--- src/hw/rtl/ccs_pkg.sv ---
// Shared types, constants and round functions for the ChaCha stream cipher.
// Used by ccs_front, ccs_back and chacha_stream_cipher; no other dependencies.
package ccs_pkg;

    localparam int BLOCK_BYTES = 64;
    localparam int REM_W       = $clog2(BLOCK_BYTES) + 1;
    localparam int POS_W       = $clog2(BLOCK_BYTES);
    localparam int CFG_IDX_W   = 3;
    localparam int CFG_DATA_W  = 64;

    localparam logic [CFG_IDX_W-1:0] REG_KEY_01    = 3'd0;
    localparam logic [CFG_IDX_W-1:0] REG_KEY_23    = 3'd1;
    localparam logic [CFG_IDX_W-1:0] REG_KEY_45    = 3'd2;
    localparam logic [CFG_IDX_W-1:0] REG_KEY_67    = 3'd3;
    localparam logic [CFG_IDX_W-1:0] REG_CTR_NONCE = 3'd4;
    localparam logic [CFG_IDX_W-1:0] REG_NONCE_HI  = 3'd5;
    localparam logic [CFG_IDX_W-1:0] REG_ROUNDS    = 3'd6;
    localparam logic [CFG_IDX_W-1:0] REG_KEY_256   = 3'd7;

    localparam logic [31:0] SIGMA0     = 32'h61707865;
    localparam logic [31:0] SIGMA1     = 32'h3320646e;
    localparam logic [31:0] SIGMA2     = 32'h79622d32;
    localparam logic [31:0] SIGMA3     = 32'h6b206574;
    localparam logic [31:0] TAU1       = 32'h3120646e;
    localparam logic [31:0] TAU2       = 32'h79622d36;

    typedef logic [15:0][31:0] words_t;

    typedef struct packed {
        logic       last;
        logic [7:0] data;
    } item_t;

    typedef struct packed {
        logic                   we;
        logic [CFG_IDX_W-1:0]   idx;
        logic [CFG_DATA_W-1:0]  data;
    } cfg_t;

    function automatic logic [127:0] quarter(logic [31:0] a_i, logic [31:0] b_i,
                                             logic [31:0] c_i, logic [31:0] d_i);
        logic [31:0] a, b, c, d;
        a = a_i; b = b_i; c = c_i; d = d_i;
        a = a + b; d = d ^ a; d = {d[15:0], d[31:16]};
        c = c + d; b = b ^ c; b = {b[19:0], b[31:20]};
        a = a + b; d = d ^ a; d = {d[23:0], d[31:24]};
        c = c + d; b = b ^ c; b = {b[24:0], b[31:25]};
        return {a, b, c, d};
    endfunction

    // One column round, or one diagonal round when diag is set.
    function automatic words_t chacha_round(words_t w, logic diag);
        words_t       r;
        logic [127:0] q;
        int           ib, ic, id;
        r = w;
        for (int i = 0; i < 4; i++) begin
            ib = 4  + (diag ? ((i + 1) % 4) : i);
            ic = 8  + (diag ? ((i + 2) % 4) : i);
            id = 12 + (diag ? ((i + 3) % 4) : i);
            q = quarter(w[i], w[ib], w[ic], w[id]);
            r[i]  = q[127:96];
            r[ib] = q[95:64];
            r[ic] = q[63:32];
            r[id] = q[31:0];
        end
        return r;
    endfunction

endpackage

--- src/hw/rtl/ccs_front.sv ---
// Input side of the ChaCha stream cipher: a two-entry queue of input bytes.
// Depends on ccs_pkg for the item type.
module ccs_front (
    input  logic           aclk,
    input  logic           aresetn,
    input  logic           s_tvalid,
    output logic           s_tready,
    input  ccs_pkg::item_t s_item,
    output logic           q_valid,
    output ccs_pkg::item_t q_item,
    input  logic           q_pop
);
    import ccs_pkg::*;

    item_t      mem_reg [2];
    logic       wptr_reg, wptr_next;
    logic       rptr_reg, rptr_next;
    logic [1:0] count_reg, count_next;
    logic       push;

    assign s_tready = (count_reg != 2'd2);
    assign q_valid  = (count_reg != 2'd0);
    assign q_item   = mem_reg[rptr_reg];
    assign push     = s_tvalid && s_tready;

    always_comb begin
        wptr_next  = wptr_reg ^ push;
        rptr_next  = rptr_reg ^ q_pop;
        count_next = count_reg + {1'b0, push} - {1'b0, q_pop};
    end

    always_ff @(posedge aclk) begin
        if (push) begin
            mem_reg[wptr_reg] <= s_item;
        end
    end

    always_ff @(posedge aclk) begin
        if (!aresetn) begin
            wptr_reg  <= 1'b0;
            rptr_reg  <= 1'b0;
            count_reg <= 2'd0;
        end else begin
            wptr_reg  <= wptr_next;
            rptr_reg  <= rptr_next;
            count_reg <= count_next;
        end
    end
endmodule

--- config.mk ---
export PLATFORM = sky130hd
export DESIGN_NAME = ccs_front
export DESIGN_NICKNAME = d
export VERILOG_FILES = /design/src/hw/rtl/ccs_pkg.sv /design/src/hw/rtl/ccs_front.sv
export SDC_FILE = /design/constraint.sdc
export NUM_CORES = 1
export LEC_CHECK = 0
export BUFFER_PORTS_ARGS = -buffer_cell sky130_fd_sc_hd__buf_2
export CORE_MARGIN = 5
export CORE_UTILIZATION = 44
export DETAILED_ROUTE_END_ITERATION = 7
export PLACE_DENSITY = 0.74
export SYNTH_ARGS = -nofsm -noshare
export SYNTH_HDL_FRONTEND = slang
export SYNTH_SLANG_ARGS = --single-unit
export TNS_END_PERCENT = 1
--- constraint.sdc ---
create_clock -name aclk -period 1.4 [get_ports aclk]
set_input_delay 0 -clock aclk [delete_from_list [all_inputs] [get_ports aclk]]
set_output_delay 0 -clock aclk [all_outputs]
set_load 0.05 [all_outputs]
==> summary.md <==
| Metric | Value |
|---|---|
| Main flop type after synthesis | edfxtp_1 |
| Post-DP HPWL | 954.9 microns |
| Leak | 0.4782 nW |
| Max-cap violation count | 0 |
| Int Power | 1.075 mW |
| R2R setup slack | 0.11 ns |
| Clock Path Buffers | 2 |
| Synthesized net count | 68 |
| Synth Area per Inst | 16.69 sq um |
| Hold crit path type | input pin to flip-flop |
| Crit path kind | flip-flop to flip-flop |
| Post-CTS setup buffer count | 0 |
| RSZ-0062 raised after global routing | no |
| Final period util | 91.83% |
| Setup crit end kind | flip-flop |
| Ant. Diodes | 0 |
| Final ANT Viol Nets | 0 |
| Psw | 0.5029 mW |
| 1st-pass router iterations | 2 |
| NumNets Final | 106 |
| Global-route wire length before repair | 2125 microns |
| Post-synth EDFFs | 18 |
| Final critical-path required period | 1.286 ns |
| F_max | 0.7778 GHz |
| Fin cells | 117 |
| Yosys reg bits | 23 |
| Die H | 54.84 microns |
| Count leader, synth | edfxtp_1 |
| Unique masters post-synth | 18 |
| Ys async rst share | 0% |
| Worst Max-Slew Pin Slew | 0.2539 ns |
| Synthesized instance count | 53 |
| Placed cell count | 103 |
| Initial antenna violation count | 0 |
| Clk Latency, worst-skew pair | 0.30 ns |
| Switching Fraction | 31.86% |
| Area leader, netlist | edfxtp_1 |
| H-tree depth | 1 |
| Clock power frac | 18.2% |
| Die X | 54.84 microns |
| Setup TNS | 0 ns |
| Cell Rows | 16 |
| Sequential area share after synthesis | 72.42% |
| I/O Pins | 24 |
| Core region area | 1942 sq um |
| Remaining DRCs | 0 |
| CP top delay family | flip-flops |
| Setup violations, final | 0 |
| Critical path required time | 1.60 ns |
| Clock Sink Count | 23 |
| Relative slew slack | 83.19% |
| Aggregate global routing overflow | 0 |
| Vias in the first global route | 486 |
| Pin count of the biggest net entering global routing | 14 |
| Worst vdd ir | 0.8359 mV |
| P&R area growth vs syn | 34.51% |
| Hold wc startpoint | q_pop |
| DR iter-0 viols | 2 |
| Run status | finished clean |
| Final Hold Vio Count | 0 |
| I/O Buffers | 23 |
| CTS tree | built |
| Worst-path maximum fanout | 4 |
| Max stage delay on crit path | 0.39 ns |
| Final worst setup slack | 0.1144 ns |
| Reg2reg start | count_reg[0] |
| GP Congestion | 0.6825 |
| Share of layout cells above drive strength 1 | 35.56% |
| Crit path arrival time | 1.49 ns |
| Post-Route WL | 1408 microns |
| Crit-path cells | nand2b_4 > nand2_1 > xnor2_1 > ha_1 > and2_1 |
| CTS clock-pin slew for the worst setup and hold paths | 0.12 ns |
| Synth area leaders | edfxtp_1, mux2_1, dfxtp_1 |
| Final instance area | 1190 sq um |
| Gate power share | 27.8% |
| Yosys warns | 0 |
| Critical path startpoint category | flip-flop |
| Design Power | 1.578 mW |
| Crit path launch | count_reg[0] |
| Vias per inst | 4.402 |
| Max FFs per register | 18 |
| Synth top cells by count | edfxtp_1, mux2_1, dfxtp_1 |
| GR Util All Layers | 10.59% |
| Total CTS buffers | 3 |
| Initial Utilization | 45.55% |
| Max Clock Skew | 0.003271 ns |
| CTS Root Buffer Type | clkbuf_4 |
| Vias | 515 |
| Max Slew Vio Count | 0 |
| Power per cell area | 1327 nW/um^2 |
| Placed Area | 1049 sq um |
| Util after Layout | 61.28% |
| Share of the synthesized area in the top cell type | 61.10% |
| Wire length per cell | 12.03 microns |
| Reg power frac | 54.0% |
| WP buf/inv | 0 |
| Hold_ws | 0.08043 ns |
| Pre-CTS setup slack | 0.07821 ns |
| Die area | 3007 sq um |
| Netlist Area Pre-Place | 884.6 sq um |
| CP max-delay cell | dfxtp_1 |
[metal layers]
layer	vias up	share of wire [%]	global-route usage (%)	wire, microns
met3	0	4.2	2.452	59
met1	240	43	13.94	609
li1	264	-	-	-
met5	-	0	0	0
met2	11	53	15.75	740
met4	0	0	6.224	0
[final cells by class]
type                       instances  area (sq um)
clock buffer                       3         22.52
sequential                        23         644.4
multi-input combinational         27         254.0
fill                             169         752.0
clock inverter                     1         5.005
tap                               27         33.78
inverter                           2         7.507
timing repair buffer              34         222.7
[power groups by stage]
| stage | Combinational [mW] | Sequential (mW) | Clock (mW) |
|---|---|---|---|
| after floorplan | 0.323 | 0.852 | 0 |
| after global placement | 0.401 | 0.865 | 0 |
| after detailed placement | 0.407 | 0.869 | 0 |
| after CTS | 0.430 | 0.854 | 0.294 |
| after global routing | 0.468 | 0.859 | 0.334 |
| final | 0.438 | 0.852 | 0.288 |
[tightest hold or removal path: stages]
cell	delay, ns
buf_2	0.12
xor2_1	0.08
and2_1	0.15
[path summary, 6_finish.rpt]
check	endpoint	cells after the start
worst max register to register	count_reg[0]	5
worst min-delay path	flip-flop	3
worst min register to register	flip-flop	2
worst max-delay path	count_reg[0]	5
[repair_timing]
action	CTS	global route
setup endpoints to repair	9	4
pin swaps	0	0
hold buffers	10	0
gates resized for setup	1	2
hold endpoints to repair	23	0
[cells by family after synthesis]
logic type	Yosys count	synth area share [%]
buffers and inverters	3	1.414
xor gates and xnor gates	2	1.981
muxes	10	12.59
adders and majority gates	2	2.828
DFF	23	72.42
and+or+nand+nor	11	7.073
AOI/OAI and AO/OA	2	1.697
[cells in the final DEF, fill, tap and decap left out]
cell,instances
inv_1,2
or2_1,1
nand2b_4,1
xor2_1,1
nor2b_1,1
nand2b_1,1
a21bo_1,1
mux2i_1,1
buf_4,1
ha_4,1
ha_1,1
nand2_1,2
buf_2,23
dlygate4sd3_1,10
nor2_2,1
mux2_1,9
xnor2_1,1
clkbuf_4,3
nor3b_1,1
clkinv_2,1
a21oi_1,1
dfxtp_1,4
dfxtp_4,1
and2_1,3
edfxtp_1,18
(Power assumes the default switching activity.)
